## src/hdl/gses_pkg.sv

```systemverilog
`timescale 1ns / 1ps
// ----------------------------------------------------------------------------
// gses_pkg
// Shared widths, constants and types of the greyscale Sobel edge stream.
// ----------------------------------------------------------------------------
package gses_pkg;

   localparam int PIX_W = 8;            // color and grey samples
   localparam int DIM_W = 11;           // frame size registers
   localparam int POS_W = 10;           // row and column positions
   localparam int PROD_W = 24;          // weighted sum before the grey shift
   localparam int QUEUE_DEPTH = 4;
   localparam int QPTR_W = $clog2(QUEUE_DEPTH);
   localparam int QCNT_W = $clog2(QUEUE_DEPTH + 1);

   localparam logic [DIM_W-1:0] MAX_WIDTH = 11'd1024;
   localparam logic [DIM_W-1:0] MAX_HEIGHT = 11'd1024;
   localparam logic [DIM_W-1:0] MIN_DIM = 11'd3;
   localparam logic [DIM_W-1:0] WIDTH_RESET = 11'd640;
   localparam logic [DIM_W-1:0] HEIGHT_RESET = 11'd480;

   // Q16 luma weights, summing to 65536
   localparam logic [16:0] WEIGHT_RED = 17'd19595;
   localparam logic [16:0] WEIGHT_GREEN = 17'd38470;
   localparam logic [16:0] WEIGHT_BLUE = 17'd7471;

   localparam logic [PIX_W-1:0] MAG_MAX = 8'd255;

   // register index codes
   localparam logic REG_FRAME_WIDTH = 1'b0;
   localparam logic REG_FRAME_HEIGHT = 1'b1;

   // one complete 3x3 neighborhood, ready for the gradient
   typedef struct packed {
      logic [PIX_W-1:0] tl;
      logic [PIX_W-1:0] tc;
      logic [PIX_W-1:0] tr;
      logic [PIX_W-1:0] ml;
      logic [PIX_W-1:0] mr;
      logic [PIX_W-1:0] bl;
      logic [PIX_W-1:0] bc;
      logic [PIX_W-1:0] br;
      logic [POS_W-1:0] row;
      logic [POS_W-1:0] col;
      logic last;
   } window_type;

endpackage

```

## src/hdl/gses_back.sv

```systemverilog
`timescale 1ns / 1ps
// ----------------------------------------------------------------------------
// gses_back
// Sobel gradient |Gx|+|Gy| with saturation, into the result register.
// ----------------------------------------------------------------------------
module gses_back (
   input  logic                       clock,
   input  logic                       reset,
   input  logic                       q_not_empty,
   input  gses_pkg::window_type       q_head,
   output logic                       q_pop,
   output logic                       rsp_valid,
   input  logic                       rsp_ready,
   output logic [gses_pkg::PIX_W-1:0] rsp_magnitude,
   output logic [gses_pkg::POS_W-1:0] rsp_out_row,
   output logic [gses_pkg::POS_W-1:0] rsp_out_col,
   output logic                       rsp_last_of_frame
);
   import gses_pkg::*;

   localparam int SUM_W = PIX_W + 2;   // a + 2b + c
   localparam int DIF_W = SUM_W + 1;
   localparam int MAG_W = DIF_W;

   logic out_valid_ff;
   logic [PIX_W-1:0] mag_ff;
   logic [POS_W-1:0] row_ff, col_ff;
   logic last_ff;

   logic [SUM_W-1:0] right, left, upper, lower;
   logic signed [DIF_W-1:0] gx, gy;
   logic [SUM_W-1:0] ax, ay;
   logic [MAG_W-1:0] mag;
   logic [PIX_W-1:0] mag_sat;

   assign right = SUM_W'(q_head.tr) + {q_head.mr, 1'b0} + SUM_W'(q_head.br);
   assign left  = SUM_W'(q_head.tl) + {q_head.ml, 1'b0} + SUM_W'(q_head.bl);
   assign upper = SUM_W'(q_head.tl) + {q_head.tc, 1'b0} + SUM_W'(q_head.tr);
   assign lower = SUM_W'(q_head.bl) + {q_head.bc, 1'b0} + SUM_W'(q_head.br);

   assign gx = $signed({1'b0, right}) - $signed({1'b0, left});
   assign gy = $signed({1'b0, upper}) - $signed({1'b0, lower});
   assign ax = gx[DIF_W-1] ? SUM_W'(-gx) : SUM_W'(gx);
   assign ay = gy[DIF_W-1] ? SUM_W'(-gy) : SUM_W'(gy);
   assign mag = {1'b0, ax} + {1'b0, ay};
   assign mag_sat = (mag > MAG_W'(MAG_MAX)) ? MAG_MAX : mag[PIX_W-1:0];

   assign q_pop = q_not_empty && (!out_valid_ff || rsp_ready);

   always_ff @(posedge clock) begin
      if (reset) begin
         out_valid_ff <= 1'b0;
      end else if (q_pop) begin
         out_valid_ff <= 1'b1;
      end else if (rsp_ready) begin
         out_valid_ff <= 1'b0;
      end
   end

   always_ff @(posedge clock) begin
      if (q_pop) begin
         mag_ff <= mag_sat;
         row_ff <= q_head.row;
         col_ff <= q_head.col;
         last_ff <= q_head.last;
      end
   end

   assign rsp_valid = out_valid_ff;
   assign rsp_magnitude = mag_ff;
   assign rsp_out_row = row_ff;
   assign rsp_out_col = col_ff;
   assign rsp_last_of_frame = last_ff;

endmodule

```

## config.mk

```make
export PLATFORM = sky130hd
export DESIGN_NAME = gses_back
export DESIGN_NICKNAME = d
export VERILOG_FILES = /design/src/hdl/gses_pkg.sv /design/src/hdl/gses_back.sv
export SDC_FILE = /design/constraint.sdc
export NUM_CORES = 1
export LEC_CHECK = 0
export ABC_AREA = 0
export BUFFER_PORTS_ARGS = -buffer_cell sky130_fd_sc_hd__clkbuf_2
export CORE_ASPECT_RATIO = 0.6
export CORE_MARGIN = 3
export CORE_UTILIZATION = 58
export DETAILED_ROUTE_END_ITERATION = 12
export HOLD_SLACK_MARGIN = 0.05
export PLACE_DENSITY = 0.95
export SYNTH_ARGS = -nofsm -noshare
export SYNTH_HDL_FRONTEND = slang
export SYNTH_SLANG_ARGS = --single-unit
```

## constraint.sdc

```tcl
create_clock -name clock -period 8.46 [get_ports clock]
set_clock_uncertainty 0.15 [all_clocks]
set_input_delay 0.423 -clock clock [delete_from_list [all_inputs] [get_ports clock]]
set_output_delay 0.423 -clock clock [all_outputs]
set_load 0.02 [all_outputs]
```

; ---- Word level (Yosys, flattened, before mapping)
; Index checks and enable logic that the tools add are counted.
; Widths: inputs -> output; s select.
[classes]
addsub = 13
mul = 0
div_mod_pow = 0
order_cmp = 1
n_eq_ne = 0
n_shift = 0
mux = 4
bitwise = 0
reduce_logical = 4
[op_table]
columns = cell, n
row1 = $add 10x8->10, 4
row2 = $add 8x9->10, 4
row3 = $sub 10x10->11, 2
row4 = $mux 10, 2
row5 = $neg 10->10, 2
row6 = $add 10x10->11, 1
row7 = $gt 11x8->1 const B, 1
row8 = $mux 1, 2
row9 = $reduce_bool 2->1, 1
row10 = $logic_and 1x1->1, 1
row11 = $logic_not 1->1, 1
row12 = $logic_or 1x1->1, 1
[word_totals]
ff_bits = 30
latchBits = 0
ramBits = 0
rom_bits = 0
in_bits = 89
output_inout_bits = 31
elab_cells = 27
n_memories = 0

; ---- Logic depth before layout (Yosys ltp)
[depth]
depth_word = 7
mapped_depth = 22
mapped_depth_nobuf = 21

; ---- Least setup slack after synthesis
; No wires, ideal clock.
[synth_timing]
path_type = input to register
start = in q_head[28] in the netlist's numbering
end = reg mag_ff[1], in the netlist rsp_magnitude[1], data pin
setup_ps = 262
arrival_ps = 5298
required_time_ps = 8048
setup_slack_ps = 2750
path_stages = 20
n_path_buf = 1
cell_sequence = inv_1 fa_1 inv_1 fa_1 fa_1 inv_1 ha_1 a2111oi_2 o21ai_1 a31o_1 a21o_1 buf_6 mux2_1 fa_1 a21o_1 a21oi_1 o211ai_1 a31o_2 mux2i_1 or2_2
[synth_via]
elab_chain_cells = 6
word_cells_on_any_way = 10
cone_classes = add/sub (7) / order compare (1) / mux (2)
[synth_lines]
columns = element, line_no
row1 = "start, declared", gses_back.sv:10  ; input gses_pkg::window_type q_head,
row2 = "$add 10x8->10, on equally long branches", "gses_back.sv:36, gses_back.sv:39"
row3 = "$sub 10x10->11, on equally long branches", "gses_back.sv:41, gses_back.sv:42"
row4 = "$neg 10->10, on equally long branches", "gses_back.sv:43, gses_back.sv:44"
row5 = "$mux 10, on equally long branches", "gses_back.sv:43, gses_back.sv:44"
row6 = $add 10x10->11 (*), gses_back.sv:45  ; assign mag = {1'b0, ax} + {1'b0, ay};
row7 = $gt 11x8->1, gses_back.sv:46  ; assign mag_sat = (mag > MAG_W'(MAG_MAX)) ? MAG_MAX : mag[PIX_W-1:0];
row8 = "end signal, assigned", gses_back.sv:62  ; mag_ff <= mag_sat;
row9 = "end, declared", gses_back.sv:26  ; logic [PIX_W-1:0] mag_ff;
; Every way passes the cells marked *; elsewhere a longest branch is shown, timed or not.
; A chain may end at the register's enable or synchronous reset.

; ---- Worst setup path after layout
[layout_timing]
start = in q_head[23] in the netlist's numbering
end = reg mag_ff[1], in the netlist rsp_magnitude[1], data pin
; Same word-level chain as after synthesis.

==> flow_results.xml <==
<?xml version="1.0" encoding="UTF-8"?>
<metrics>
  <group name="floorplanning">
    <metric name="initial_util" unit="">0.616</metric>
    <metric name="placementRows" unit="">23</metric>
    <metric name="dieHeight" unit="um">72.0</metric>
    <metric name="design.die.area" unit="um^2">8360</metric>
    <metric name="coreArea" unit="um^2">6850</metric>
    <metric name="die_width" unit="um">116</metric>
    <metric name="io-pin-count" unit="">120</metric>
  </group>
  <group name="worst_setup_path">
    <metric name="setup.reg_to_reg.worst_slack" unit="ns">7.15</metric>
    <metric name="critical_path_arrival" unit="ns">5.88</metric>
    <metric name="critical_path.startpoint_type" unit="">input pin</metric>
    <metric name="crit_start" unit="">q_head[23]</metric>
    <metric name="crit_path_max_fanout" unit="">9</metric>
    <metric name="worst_r2r_startpoint" unit="">rsp_valid$_SDFFE_PP0P_</metric>
    <metric name="critical_path_class" unit="">input pin to register</metric>
    <metric name="critPathCaptureType" unit="">register</metric>
    <metric name="critical_path_required" unit="ns">8.33</metric>
    <metric name="crit_end" unit="">rsp_magnitude[1]$_SDFFCE_PN1P_</metric>
    <metric name="timing.reg2reg.worst_path_depth" unit="">2</metric>
    <metric name="regToRegEndpoint" unit="">rsp_magnitude[7]$_SDFFCE_PN1P_</metric>
  </group>
  <group name="global_route">
    <metric name="first_global_vias" unit="">3496</metric>
    <metric name="grt_first_pass_wirelength" unit="um">15700</metric>
    <metric name="grtUsageTotal" unit="">0.235</metric>
    <metric name="antenna_found_initial" unit="">0</metric>
    <metric name="largest_net_degree_at_the_start_of_global_routing" unit="">31</metric>
    <metric name="grt_overflow" unit="">0</metric>
  </group>
  <group name="timing">
    <metric name="grt_setup_unrepaired" unit="">no</metric>
    <metric name="final_max_slew_viol_count" unit="">0</metric>
    <metric name="tns" unit="ns">0</metric>
    <metric name="period_share" unit="">0.711</metric>
    <metric name="slew_headroom" unit="">0.536</metric>
    <metric name="finalWorstPathRequiredPeriod" unit="ns">6.02</metric>
    <metric name="fmax" unit="MHz">166</metric>
    <metric name="setup_viol_count_final" unit="">0</metric>
    <metric name="max_slew.worst_pin.slew" unit="ns">0.694</metric>
    <metric name="hold_viol_final" unit="">0</metric>
  </group>
  <group name="yosys">
    <metric name="synth.lib_cells_used.distinct" unit="">51</metric>
    <metric name="post_synth_instance_area" unit="um^2">4220</metric>
    <metric name="synth-warning-count" unit="">0</metric>
    <metric name="yosysTopAreaCell" unit="">sky130_fd_sc_hd__fa_1</metric>
    <metric name="synth.area.top_cells" unit="">sky130_fd_sc_hd__fa_1 (30%), sky130_fd_sc_hd__edfxtp_1 (21%), sky130_fd_sc_hd__inv_1 (12%)</metric>
    <metric name="nets_in_the_synthesized_netlist" unit="">612</metric>
    <metric name="netlist_instances" unit="">424</metric>
    <metric name="syn_avg_cell_area" unit="um^2">9.94</metric>
    <metric name="synth_seq_cells" unit="">30</metric>
    <metric name="yosysSeqAreaShare" unit="">0.211</metric>
    <metric name="synth_top_cell_area_share" unit="">0.299</metric>
  </group>
  <group name="clock_tree">
    <metric name="cts-root-buf" unit="">sky130_fd_sc_hd__clkbuf_16</metric>
    <metric name="cts.sinks" unit="">30</metric>
    <metric name="clk_transition_reported_paths" unit="ns">0.05</metric>
    <metric name="post_cts.resized_instances" unit="">0</metric>
    <metric name="clock_insertion_delay_worst_skew" unit="ns">0.27</metric>
    <metric name="post_cts_buffers" unit="">0</metric>
    <metric name="clock_tree.buffer_depth" unit="">2</metric>
    <metric name="cts.htree.levels" unit="">2</metric>
    <metric name="cts_tree" unit="">done</metric>
    <metric name="holdBufCountCts" unit="">0</metric>
    <metric name="cts_buffers" unit="">5</metric>
  </group>
  <group name="route">
    <metric name="route.detailed.drc" unit="">0</metric>
    <metric name="drt-initial-drc-count" unit="">174</metric>
    <metric name="antenna_left" unit="">0</metric>
    <metric name="post_drt_via_cell_ratio" unit="">5.09</metric>
    <metric name="route.detailed.wl_per_inst" unit="um">14.4</metric>
    <metric name="wl" unit="um">9190</metric>
    <metric name="vias" unit="">3250</metric>
    <metric name="drt_pre_antenna_iters" unit="">4</metric>
  </group>
  <group name="run_status">
    <metric name="run_status" unit="">complete, no violations</metric>
  </group>
  <group name="placement">
    <metric name="portBuffers" unit="">119</metric>
    <metric name="globalplace.congestion" unit="">0.848</metric>
    <metric name="dpl.hpwl" unit="um">7890</metric>
  </group>
  <group name="hold_path">
    <metric name="hold_removal_path_class" unit="">input pin to register</metric>
  </group>
  <group name="final_layout">
    <metric name="drive_gt1_frac" unit="">0.258</metric>
    <metric name="number_of_diodes_added_for_antenna_fixing" unit="">0</metric>
    <metric name="areaGrowthSynthToFinish" unit="%">20.0</metric>
    <metric name="final_nets" unit="">738</metric>
    <metric name="final.fill_count" unit="">483</metric>
  </group>
  <group name="run">
    <metric name="drv.max_cap_violation_count" unit="">0</metric>
  </group>
</metrics>
[layer usage]
layer | share of wire | vias up | GRT usage | routed length, um
li1 | - | 1568 | - | -
met1 | 0.41 | 1526 | 0.304 | 3740
met4 | 0.032 | 0 | 0.0785 | 295
met3 | 0.070 | 25 | 0.0442 | 642
met5 | 0 | - | 0 | 0
met2 | 0.49 | 131 | 0.403 | 4520
[kinds of logic after synthesis]
logic type | after synthesis | synth area share
AO/OA/AOI/OAI | 55 | 0.0950
XOR/XNOR | 34 | 0.0706
adder cells (fa/ha/maj) | 99 | 0.406
buffers and inverters | 139 | 0.126
flip-flops | 30 | 0.211
multiplexers | 3 | 0.00771
AND/OR/NAND/NOR | 64 | 0.0840
[worst min path at each step]
| stage | from | endpoint | slack (ns) | cells past startpoint |
|---|---|---|---|---|
| final | reset | rsp_valid$_SDFFE_PP0P_ | 0.17 | 2 |
| after global routing | q_head[10] | rsp_out_col[9]$_DFFE_PP_ | 0.17 | 1 |
| after CTS | reset | rsp_valid$_SDFFE_PP0P_ | 0.17 | 2 |
| after detailed placement | rsp_valid$_SDFFE_PP0P_ | rsp_valid$_SDFFE_PP0P_ | 0.43 | 2 |
| after global placement | rsp_valid$_SDFFE_PP0P_ | rsp_valid$_SDFFE_PP0P_ | 0.36 | 2 |
| after floorplan | reset | rsp_valid$_SDFFE_PP0P_ | 0.35 | 1 |
[cell type report]
| type | count | area, um^2 | share of cell area |
|---|---|---|---|
| multi-input cells | 255 | 2800 | 0.554 |
| inverters | 138 | 518 | 0.102 |
| well taps | 87 | 109 | 0.0215 |
| flip-flops and latches | 30 | 891 | 0.176 |
| clock buffers | 6 | 129 | 0.0255 |
| clock inverters | 2 | 8.76 | 0.00173 |
| repair buffers | 120 | 603 | 0.119 |
[through the flow]
stage | cell area, um^2 | worst slack (ns) | instances | util | hold WS [ns]
CTS | 5060 | 2.44 | 638 | 0.739 | 0.170
global route | 5060 | 2.11 | 638 | 0.739 | 0.168
floorplan | 4220 | 2.75 | 424 | - | 0.345
global placement | 4920 | 2.42 | 630 | 0.718 | 0.360
detailed placement | 4920 | 2.22 | 630 | 0.718 | 0.435
finish | 5060 | 2.44 | 638 | 0.739 | 0.169
[synthesized netlist by cell type (all sizes together)]
cell	number
o41ai	2
a21boi	1
or2	2
dfxtp	1
nor3	6
nand2	8
mux2i	1
edfxtp	29
nor2b	2
nand4b	1
nand3b	1
o21ai	8
xnor2	18
a2111oi	1
a31oi	5
and3b	1
ha	36
a21oi	13
nand2b	11
o31ai	2
o211ai	3
a211o	1
nor3b	1
nor4b	1
and4	1
a31o	2
o21bai	1
and3	1
or2b	1
xor2	16
a41oi	1
inv	138
o22ai	2
or4b	1
nor2	24
mux2	2
o21a	2
o31a	1
a211oi	3
fa	63
buf	1
a221oi	1
a21o	6
nor4	2
[worst max-delay path, cell delays in order]
cell                       delay, ns
sky130_fd_sc_hd__clkbuf_2       0.11
sky130_fd_sc_hd__inv_1          0.06
sky130_fd_sc_hd__fa_1           0.51
sky130_fd_sc_hd__fa_1           0.55
sky130_fd_sc_hd__inv_1          0.06
sky130_fd_sc_hd__fa_1           0.54
sky130_fd_sc_hd__inv_1          0.07
sky130_fd_sc_hd__ha_1           0.30
sky130_fd_sc_hd__a211oi_2       0.34
sky130_fd_sc_hd__o21ai_1        0.14
sky130_fd_sc_hd__a31o_1         0.22
sky130_fd_sc_hd__a21o_1         0.28
sky130_fd_sc_hd__mux2_1         0.39
sky130_fd_sc_hd__ha_1           0.32
sky130_fd_sc_hd__a21o_1         0.17
sky130_fd_sc_hd__a21oi_1        0.29
sky130_fd_sc_hd__o211ai_1       0.21
sky130_fd_sc_hd__a41oi_1        0.27
sky130_fd_sc_hd__mux2i_1        0.25
sky130_fd_sc_hd__or2_2          0.36
[cell usage in the layout, fill, tap and decap left out, types with 3 or more instances in the layout]
cell / netlist / routed
sky130_fd_sc_hd__o21ai_0: 5 / 5
sky130_fd_sc_hd__o211ai_1: 3 / 3
sky130_fd_sc_hd__a31oi_1: 5 / 5
sky130_fd_sc_hd__nor2_1: 24 / 24
sky130_fd_sc_hd__inv_1: 138 / 138
sky130_fd_sc_hd__xnor2_1: 18 / 18
sky130_fd_sc_hd__a21oi_1: 13 / 13
sky130_fd_sc_hd__nor3_1: 5 / 5
sky130_fd_sc_hd__clkbuf_16: 0 / 5
sky130_fd_sc_hd__edfxtp_1: 29 / 29
sky130_fd_sc_hd__clkbuf_2: 0 / 119
sky130_fd_sc_hd__xor2_1: 16 / 16
sky130_fd_sc_hd__nand2_1: 8 / 8
sky130_fd_sc_hd__fa_1: 63 / 63
sky130_fd_sc_hd__ha_1: 36 / 36
sky130_fd_sc_hd__a21o_1: 6 / 6
sky130_fd_sc_hd__nand2b_1: 11 / 11
[sequential cells by signal, indices dropped and copies added, names as in the netlist]
signal             cells
rsp_out_row           10
rsp_magnitude          8
rsp_valid              1
rsp_out_col           10
rsp_last_of_frame      1
Power is not shown: default switching activity piles up to over one toggle a cycle in this logic, so the estimate is an artifact.
