### src/hdl/gses_pkg.sv
`timescale 1ns / 1ps
// ----------------------------------------------------------------------------
// gses_pkg
// Shared widths, constants and types of the greyscale Sobel edge stream.
// ----------------------------------------------------------------------------
package gses_pkg;

   localparam int PIX_W = 8;            // color and grey samples
   localparam int DIM_W = 11;           // frame size registers
   localparam int POS_W = 10;           // row and column positions
   localparam int PROD_W = 24;          // weighted sum before the grey shift
   localparam int QUEUE_DEPTH = 4;
   localparam int QPTR_W = $clog2(QUEUE_DEPTH);
   localparam int QCNT_W = $clog2(QUEUE_DEPTH + 1);

   localparam logic [DIM_W-1:0] MAX_WIDTH = 11'd1024;
   localparam logic [DIM_W-1:0] MAX_HEIGHT = 11'd1024;
   localparam logic [DIM_W-1:0] MIN_DIM = 11'd3;
   localparam logic [DIM_W-1:0] WIDTH_RESET = 11'd640;
   localparam logic [DIM_W-1:0] HEIGHT_RESET = 11'd480;

   // Q16 luma weights, summing to 65536
   localparam logic [16:0] WEIGHT_RED = 17'd19595;
   localparam logic [16:0] WEIGHT_GREEN = 17'd38470;
   localparam logic [16:0] WEIGHT_BLUE = 17'd7471;

   localparam logic [PIX_W-1:0] MAG_MAX = 8'd255;

   // register index codes
   localparam logic REG_FRAME_WIDTH = 1'b0;
   localparam logic REG_FRAME_HEIGHT = 1'b1;

   // one complete 3x3 neighborhood, ready for the gradient
   typedef struct packed {
      logic [PIX_W-1:0] tl;
      logic [PIX_W-1:0] tc;
      logic [PIX_W-1:0] tr;
      logic [PIX_W-1:0] ml;
      logic [PIX_W-1:0] mr;
      logic [PIX_W-1:0] bl;
      logic [PIX_W-1:0] bc;
      logic [PIX_W-1:0] br;
      logic [POS_W-1:0] row;
      logic [POS_W-1:0] col;
      logic last;
   } window_type;

endpackage

### src/hdl/gses_queue.sv
`timescale 1ns / 1ps
// ----------------------------------------------------------------------------
// gses_queue
// Small FIFO of complete windows between the front end and the gradient unit.
// ----------------------------------------------------------------------------
module gses_queue (
   input  logic                 clock,
   input  logic                 reset,
   input  logic                 push,
   input  gses_pkg::window_type push_item,
   output logic                 full,
   input  logic                 pop,
   output logic                 not_empty,
   output gses_pkg::window_type head
);
   import gses_pkg::*;

   window_type mem [0:QUEUE_DEPTH-1];
   logic [QPTR_W-1:0] wr_ptr_ff, rd_ptr_ff;
   logic [QCNT_W-1:0] count_ff, count_in;

   assign full = (count_ff == QCNT_W'(QUEUE_DEPTH));
   assign not_empty = (count_ff != '0);
   assign head = mem[rd_ptr_ff];

   always_comb begin
      count_in = count_ff;
      if (push && !pop) count_in = count_ff + 1'b1;
      else if (!push && pop) count_in = count_ff - 1'b1;
   end

   always_ff @(posedge clock) begin
      if (reset) begin
         wr_ptr_ff <= '0;
         rd_ptr_ff <= '0;
         count_ff <= '0;
      end else begin
         count_ff <= count_in;
         if (push) wr_ptr_ff <= wr_ptr_ff + 1'b1;
         if (pop) rd_ptr_ff <= rd_ptr_ff + 1'b1;
      end
   end

   always_ff @(posedge clock) begin
      if (push) mem[wr_ptr_ff] <= push_item;
   end

   q_no_overflow: assert property (@(posedge clock) disable iff (reset)
      push |-> !full)
      else $error("push into full queue");
   q_no_underflow: assert property (@(posedge clock) disable iff (reset)
      pop |-> not_empty)
      else $error("pop from empty queue");
   q_ptr_track: assert property (@(posedge clock) disable iff (reset)
      QCNT_W'(QPTR_W'(wr_ptr_ff - rd_ptr_ff)) == (full ? '0 : count_ff))
      else $error("queue pointers and count disagree");

endmodule

### config.mk
export PLATFORM = sky130hd
export DESIGN_NAME = gses_queue
export DESIGN_NICKNAME = d
export VERILOG_FILES = /design/src/hdl/gses_pkg.sv /design/src/hdl/gses_queue.sv
export SDC_FILE = /design/constraint.sdc
export NUM_CORES = 1
export LEC_CHECK = 0
export CAP_MARGIN = 20
export CORE_MARGIN = 5
export CORE_UTILIZATION = 45
export DETAILED_ROUTE_END_ITERATION = 8
export DONT_BUFFER_PORTS = 1
export SLEW_MARGIN = 20
export SYNTH_ARGS = -nofsm -noshare
export SYNTH_HDL_FRONTEND = slang
export SYNTH_SLANG_ARGS = --single-unit
### constraint.sdc
create_clock -name clock -period 5.4 [get_ports clock]
set_clock_uncertainty 0.15 [all_clocks]
set_input_delay 1.08 -clock clock [delete_from_list [all_inputs] [get_ports clock]]
set_output_delay 1.08 -clock clock [all_outputs]
set_load 0.02 [all_outputs]
=== Yosys cells after proc, flatten, opt, wreduce, memory -nomap -nowiden ===
Memories as Yosys holds them, arrays and structs flattened. A register that Yosys moved wholly into a read port is not among the register bits.
Index checks and enable logic that the tools add are counted.

* Bits in registers: 7
* Bits in writable memories: 340
* Memories: 1
* Bits of input ports: 89
* Logic and storage cells: 21
* Output and inout port bits: 87

* Add/subtract/negate cells: 4
* Muxes and demuxes: 6
* Reductions and logical operators: 6
* Eq/ne operators: 1

{| class="wikitable"
|+ Memories
! memory !! depth !! width !! read ports !! clocked after Yosys merged registers in !! write ports !! line !! source
|-
| mem || 4 || 85 || 1 || 1 || 1 || gses_queue.sv:18 || <nowiki>window_type mem [0:QUEUE_DEPTH-1];</nowiki>
|}

{| class="wikitable"
|+ Operators with widths
! cell !! count
|-
| two-way mux 3 bit || 2
|-
| adder 2 x 1 -> 2 bit, second input constant || 2
|-
| two-way mux 2 bit || 2
|-
| adder 3 x 1 -> 3 bit, second input constant || 1
|-
| == test 3 bit, second input constant || 1
|-
| nonzero test 3 bit || 1
|-
| subtractor 3 x 1 -> 3 bit, second input constant || 1
|-
| logical AND 1 bit || 2
|-
| logical NOT 1 bit || 2
|-
| two-way mux 1 bit || 2
|-
| nonzero test 2 bit || 1
|}

=== Logic depth before layout (Yosys ltp) ===
Gate-level depths: netlist of run 1.

* Depth after elaboration: 4
* Depth in mapped cells: 7
* Depth with buffers taken out: 7

=== Worst setup path before layout of run 1 ===
Ideal clock, no wire load.

* Kind: input to register
* Start: in push
* End: mem mem[0][0] (netlist name) (enable)
* Required time: 4.797 ns
* Setup slack: 1.743 ns
* Stages: 1
* Buffers on the path: 0
* Arrival time: 3.055 ns
* Cell sequence: and2_1

* Cells in the longest elaborated chain, start to end: 2

{| class="wikitable"
|+ RTL lines
! element !! line !! source
|-
| start, declared || gses_queue.sv:9 || <nowiki>input logic push,</nowiki>
|-
| two-way mux 1 bit || gses_queue.sv:45 || <nowiki>if (push) mem[wr_ptr_ff] <= push_item;</nowiki>
|-
| two-way mux 1 bit (not written as such) || gses_queue.sv:45 ||
|-
| end, declared || gses_queue.sv:18 ||
|}

Every way passes these cells.

==> flow_summary_export.csv, run 1 <==
group,metric,value,unit
synth,synthesis.instances,488,
clock_tree,max-clock-path-buffers,3,
critical_path,crit_fanout,42,
global_routing,grt_pass1_wl,32700,microns
drt,routed_antenna_nets,0,
global_routing,grt_pass1_vias,5427,
critical_path,reg_to_reg_setup_timing_slack,2.99,ns
cells_and_area,final-instance-count-excl-fill,913,
die,floorplan.initialDensity,45.8,%
critical_path,worstReg2RegStart,"wr_ptr_ff[0]$_SDFFE_PP0P_",
critical_path,timing.critical_path.to,"head[59]",
critical_path,cp-start-kind,"register",
synth,synth-edff-count,340,
timing,period_share,69.1,%
drt,drc,0,
synth,asyncSetResetFlopFracSynth,0,%
synth,synth.distinct_cells,22,
synth,avgSynthCellArea,26.1,sq um
global_routing,initial_antenna_violation_count,0,
critical_path,rr_endpoint,"mem[3][44]$_DFFE_PP_",
placed_design,post-place-cells,853,
clock_tree,cts_num_sinks,349,
power,power-per-cell-area,413,nW/um^2
timing,setup-tns-final,0,ns
run_status,outcome,"complete, no violations",
timing,max_slew.worst_pin.slew,1.07,ns
clock_tree,holdBufCountCts,0,
timing,timing.final.max_slew_violations,0,
die,num_io_pins,176,
global_routing,grt_start_max_net_pins,68,
hold_path,hold_class,"register to register",
placed_design,place_congestion,0.708,
drt,viasPerCell,5.38,
drt,drt_iter0_markers,245,
synth,leading_cell_types_by_total_area_after_synthesis,"edfxtp_1, mux4_2, dfxtp_1, buf_12, ha_1",
clock_tree,htree_levels,2,
die,die_area,31800,sq um
timing,hold_vio_cnt_final,0,
clock_tree,post_cts_resize_count,0,
power,peakVddDrop,0.287,mV
clock_tree,post-cts-setup-buffer-count,0,
critical_path,timing.critical_path.to_type,"output port",
cells_and_area,antenna_cells_inserted,0,
synth,mappedNetlistArea,12700,sq um
global_routing,gr-total-overflow,0,
synth,yosys_register_bits,349,
die,die_h,178,microns
clock_tree,clkSlewWorstSetupHoldPaths,0.06,ns
timing,fmax,268,MHz
critical_path,worstPathArrival,2.50,ns
synth,synth-seq-area-share,81.5,%
synth,yosysTopAreaCell,"edfxtp_1",
power,total_leakage_power,0.00434,uW
placed_design,io_buffer_count,0,
die,core-area,27900,sq um
cells_and_area,nets,608,
timing,finalWorstSetupSlack,1.67,ns
drt,vias,4911,
cells_and_area,layout-drive-gt1-share,25.8,%
critical_path,worstSetupPathType,"register to output port",
timing,hold_ws,0.346,ns
clock_tree,worstSkewPairLatency,0.50,ns
drt,wirelength_per_cell,24.1,microns
global_routing,track_usage,13.7,%
synth,synthesized_netlist_net_count,583,
clock_tree,tritoncts.num_buffers,36,
drt,first_pass_iters,4,
synth,ys.warnings.count,0,
critical_path,worst_ep_required_time,4.17,ns
timing,grt_setup_unrepaired,"false",
synth,synthDominantCellAreaShare,80.1,%
placed_design,dp_hpwl,12900,microns
synth,synthTopCellsByCount,"edfxtp_1, mux4_2, dfxtp_1, nor2_1",
die,number_of_core_rows,61,
cells_and_area,final_area,14100,sq um
drt,finalWirelength,22000,microns
clock_tree,tritoncts,"yes",
placed_design,pre_cts_slack,2.06,ns
synth,ys_dominant_reg_cell,"edfxtp_1",
synth,yosys.cell_count.top_type,"edfxtp_1",
timing,final.min_clock_period,3.73,ns
placed_design,place_area,13100,sq um
timing,timing.final.setup_violations,0,
run,maxCapViolCount,0,
timing,worst_slew_margin_rel,28.7,%
cells_and_area,syn2layout_area_growth,11.0,%
clock_tree,ctsRootBufferMaster,"clkbuf_16",
critical_path,worstRegToRegCells,3,
die,die-width,178,microns
==> flip-flops by register name (all words and copies together), names as in the netlist, named ones only <==
name and flops:
mem 340, count_ff 3, rd_ptr_ff 2, wr_ptr_ff 2
==> cell type report <==
cell class	instances	area, sq um
clock buffer	49	971
fill	2161	13700
sequential	349	10400
multi-input combinational	115	2160
inverter	4	15.0
timing repair buffer	7	65.1
tap	378	473
clock inverter	11	70.1
==> logic make-up (layout without fill, tap and decap cells) <==
| logic type | after synthesis | after routing | share of synthesized area, % |
|---|---|---|---|
| AO/OA/AOI/OAI | 2 | 2 | 0.0784 |
| XOR/XNOR | 5 | 5 | 0.344 |
| adder cells (fa/ha/maj) | 6 | 6 | 0.648 |
| buffers and inverters | 24 | 71 | 1.68 |
| flip-flops | 349 | 349 | 81.5 |
| multiplexers | 87 | 87 | 15.2 |
| AND/OR/NAND/NOR | 15 | 15 | 0.589 |
==> power by group <==
part	switching, uW	total (uW)	internal, uW	leakage [uW]
sequential	64.0	3180	3110	0.00320
combinational	293	465	172	0.000637
clock	899	2190	1300	0.000505
==> routing by layer <==
metal	global-route usage [%]	routed length (microns)
met2	23.0	10900
met3	6.89	2610
met5	0	0
met4	3.65	432
met1	15.8	8060
==> worst max-delay path, cell delays in order, from the launching register on <==
cell     delay [ns]
dfxtp_4        0.93
buf_4          0.42
mux4_2         0.63
==> per-stage QoR <==
step / total power (uW) / utilization (%)
after floorplan: 3640 / -
after global placement: 3710 / 47.0
after detailed placement: 3720 / 47.0
after CTS: 5930 / 50.8
after global routing: 6070 / 50.8
final: 5840 / 50.8
==> worst min path at each step <==
stage	from	endpoint	slack, ns	depth (start not counted)
3_5_place_dp	count_ff[2]$_SDFFE_PP0P_	count_ff[2]$_SDFFE_PP0P_	0.33	2
6_report	count_ff[2]$_SDFFE_PP0P_	count_ff[2]$_SDFFE_PP0P_	0.35	2
4_1_cts	count_ff[2]$_SDFFE_PP0P_	count_ff[2]$_SDFFE_PP0P_	0.34	2
3_3_place_gp	count_ff[2]$_SDFFE_PP0P_	count_ff[2]$_SDFFE_PP0P_	0.32	2
5_1_grt	count_ff[2]$_SDFFE_PP0P_	count_ff[2]$_SDFFE_PP0P_	0.39	2
2_1_floorplan	count_ff[2]$_SDFFE_PP0P_	count_ff[2]$_SDFFE_PP0P_	0.31	2
==> cells in the final DEF, fill, tap and decap left out <==
cell       instances
a21oi_1            1
and2_4             4
buf_12             1
buf_4              6
bufinv_16          1
clkbuf_1          12
clkbuf_16         37
clkinv_1           8
clkinv_2           2
dfxtp_1            7
dfxtp_4            2
edfxtp_1         340
fa_1               1
ha_1               5
inv_1              4
mux2i_1            2
mux4_2            85
nand2_1            1
nor2_1             7
nor3b_1            1
o21ai_0            1
or3_1              2
xnor2_1            2
xor2_1             3
(Power assumes the default switching activity.)
==> run 2, diff against run 1 <==
clock period = 3.4 ns   (was 5.4 ns; I/O delays follow)
==> run 2 against run 1 <==
Largest power group unchanged. Utilization rose by 0.76 points. Flip-flop and latch count is the same. Critical path depth did not move. Non-clock buffer count up 1.
==> flow_summary_export.csv, run 2 (synthesis results as in run 1) <==
group,metric,value,unit
run_status,outcome,"complete, no violations",
timing,setup-tns-final,0,ns
critical_path,cp_slowest_cell,"mux4_2",
timing,timing.final.max_slew_violations,0,
power,swShare,21.6,%
cells_and_area,antenna_cells_inserted,0,
placed_design,io_buffer_count,0,
power,overall_power_after_layout,9640,uW
critical_path,path_delay_family,"multiplexers",
power,intPower,7560,uW
power,peakVddDrop,0.430,mV
drt,viasPerCell,5.44,
critical_path,crit_path_cells,"buf_4 -> mux4_2",
die,die-width,178,microns
clock_tree,ctsRootBufferMaster,"clkbuf_16",
placed_design,pre_cts_slack,0.965,ns
hold_path,hold_class,"primary input to register",
clock_tree,clkSlewWorstSetupHoldPaths,0.06,ns
critical_path,crit_cells,2,
cells_and_area,max_ffs_per_register,340,
clock_tree,holdBufCountCts,0,
timing,timing.final.setup_violations,0,
clock_tree,post_cts_resize_count,0,
die,number_of_core_rows,61,
placed_design,dp_hpwl,13800,microns
power,combPwrFrac,8.3,%
die,core-area,27900,sq um
drt,finalWirelength,22700,microns
die,floorplan.initialDensity,45.8,%
global_routing,initial_antenna_violation_count,0,
clock_tree,htree_levels,2,
clock_tree,cts_num_sinks,349,
power,power_frac_clock,39.8,%
critical_path,cp_num_buf_inv,1,
die,die_area,31800,sq um
critical_path,worst_ep_required_time,2.57,ns
drt,first_pass_iters,5,
power,switching_power,2090,uW
global_routing,grt_start_max_net_pins,56,
die,num_io_pins,176,
cells_and_area,syn2layout_area_growth,12.6,%
cells_and_area,nets,610,
cells_and_area,utilization,51.5,%
cells_and_area,multi_input_area,2160,sq um
timing,fmax,342,MHz
power,power-per-cell-area,672,nW/um^2
global_routing,gr-total-overflow,0,
timing,final.min_clock_period,2.92,ns
clock_tree,worstSkewPairLatency,0.51,ns
die,die_h,178,microns
critical_path,worstRegToRegCells,3,
cells_and_area,mostFrequentLayoutCell,"edfxtp_1",
cells_and_area,largest_register,"mem",
critical_path,rr_endpoint,"mem[1][15]$_DFFE_PP_",
timing,period_share,85.9,%
cells_and_area,biggestRegsByFlops,"mem (340), count_ff (3)",
drt,vias,5005,
drt,routed_antenna_nets,0,
power,total_leakage_power,0.00443,uW
global_routing,track_usage,14.5,%
critical_path,worstReg2RegStart,"wr_ptr_ff[0]$_SDFFE_PP0P_",
drt,wirelength_per_cell,24.7,microns
critical_path,timing.critical_path.to_type,"output port",
timing,worst_slew_margin_rel,41.9,%
clock_tree,tritoncts.num_buffers,37,
critical_path,reg_to_reg_setup_timing_slack,1.33,ns
timing,grt_setup_unrepaired,"false",
critical_path,worstPathArrival,2.09,ns
cells_and_area,layout-drive-gt1-share,27.5,%
drt,drt_iter0_markers,321,
global_routing,grt_pass1_vias,5661,
placed_design,place_congestion,0.724,
global_routing,grt_pass1_wl,34500,microns
timing,hold_vio_cnt_final,0,
drt,drc,0,
run,maxCapViolCount,0,
clock_tree,max-clock-path-buffers,3,
timing,finalWorstSetupSlack,0.479,ns
cells_and_area,sequential_cell_area,10400,sq um
timing,max_slew.worst_pin.slew,0.870,ns
clock_tree,post-cts-setup-buffer-count,0,
power,seq_power_share,51.9,%
critical_path,worstSetupPathType,"register to output port",
critical_path,cp-start-kind,"register",
critical_path,timing.critical_path.to,"head[20]",
cells_and_area,final.fill_count,2123,
cells_and_area,final_cell_mix,"edfxtp_1, mux4_2, clkbuf_16",
critical_path,crit_path_max_incr_delay,0.68,ns
critical_path,crit_fanout,32,
clock_tree,tritoncts,"yes",
run 2: area by class of cell:
cell class	instances	area share [%]
clock inverter	17	1.18
multi-input combinational	115	15.0
timing repair buffer	8	0.941
inverter	4	0.105
clock buffer	49	7.06
sequential	349	72.4
tap	378	3.29
run 2: metrics by stage:
| stage | area (sq um) | std cells | hold slack (ns) |
|---|---|---|---|
| finish | 14400 | 920 | 0.0795 |
| global route | 14400 | 920 | 0.0579 |
| CTS | 14400 | 920 | 0.0549 |
| detailed placement | 13200 | 854 | 0.364 |
| global placement | 13200 | 854 | 0.316 |
| floorplan | 12700 | 488 | 0.311 |
run 2: per-layer routing:
| layer | routed length (microns) | track usage [%] | vias to the layer above | part of all wire (%) |
|---|---|---|---|---|
| li1 | - | - | 2150 | - |
| met1 | 8030 | 16.6 | 2614 | 35 |
| met2 | 11400 | 24.2 | 190 | 50 |
| met3 | 2660 | 6.85 | 51 | 12 |
| met4 | 614 | 4.80 | 0 | 2.7 |
| met5 | 0 | 0 | - | 0 |
run 2: power by group through the flow:
| stage | registers, uW | clock network (uW) | logic [uW] |
|---|---|---|---|
| floorplan | 5080 | 0 | 696 |
| global placement | 5090 | 0 | 813 |
| detailed placement | 5100 | 0 | 824 |
| CTS | 5010 | 3950 | 826 |
| global route | 5020 | 4150 | 854 |
| finish | 5000 | 3840 | 797 |
run 2: worst min path at each step:
stage,startpoint,cells after the start,endpoint
after global placement,count_ff[2]$_SDFFE_PP0P_,2,count_ff[2]$_SDFFE_PP0P_
after global routing,reset,1,count_ff[0]$_SDFFE_PP0P_
final,reset,1,count_ff[1]$_SDFFE_PP0P_
after CTS,reset,1,count_ff[0]$_SDFFE_PP0P_
after detailed placement,rd_ptr_ff[1]$_SDFFE_PP0P_,2,register
after floorplan,count_ff[2]$_SDFFE_PP0P_,2,count_ff[2]$_SDFFE_PP0P_
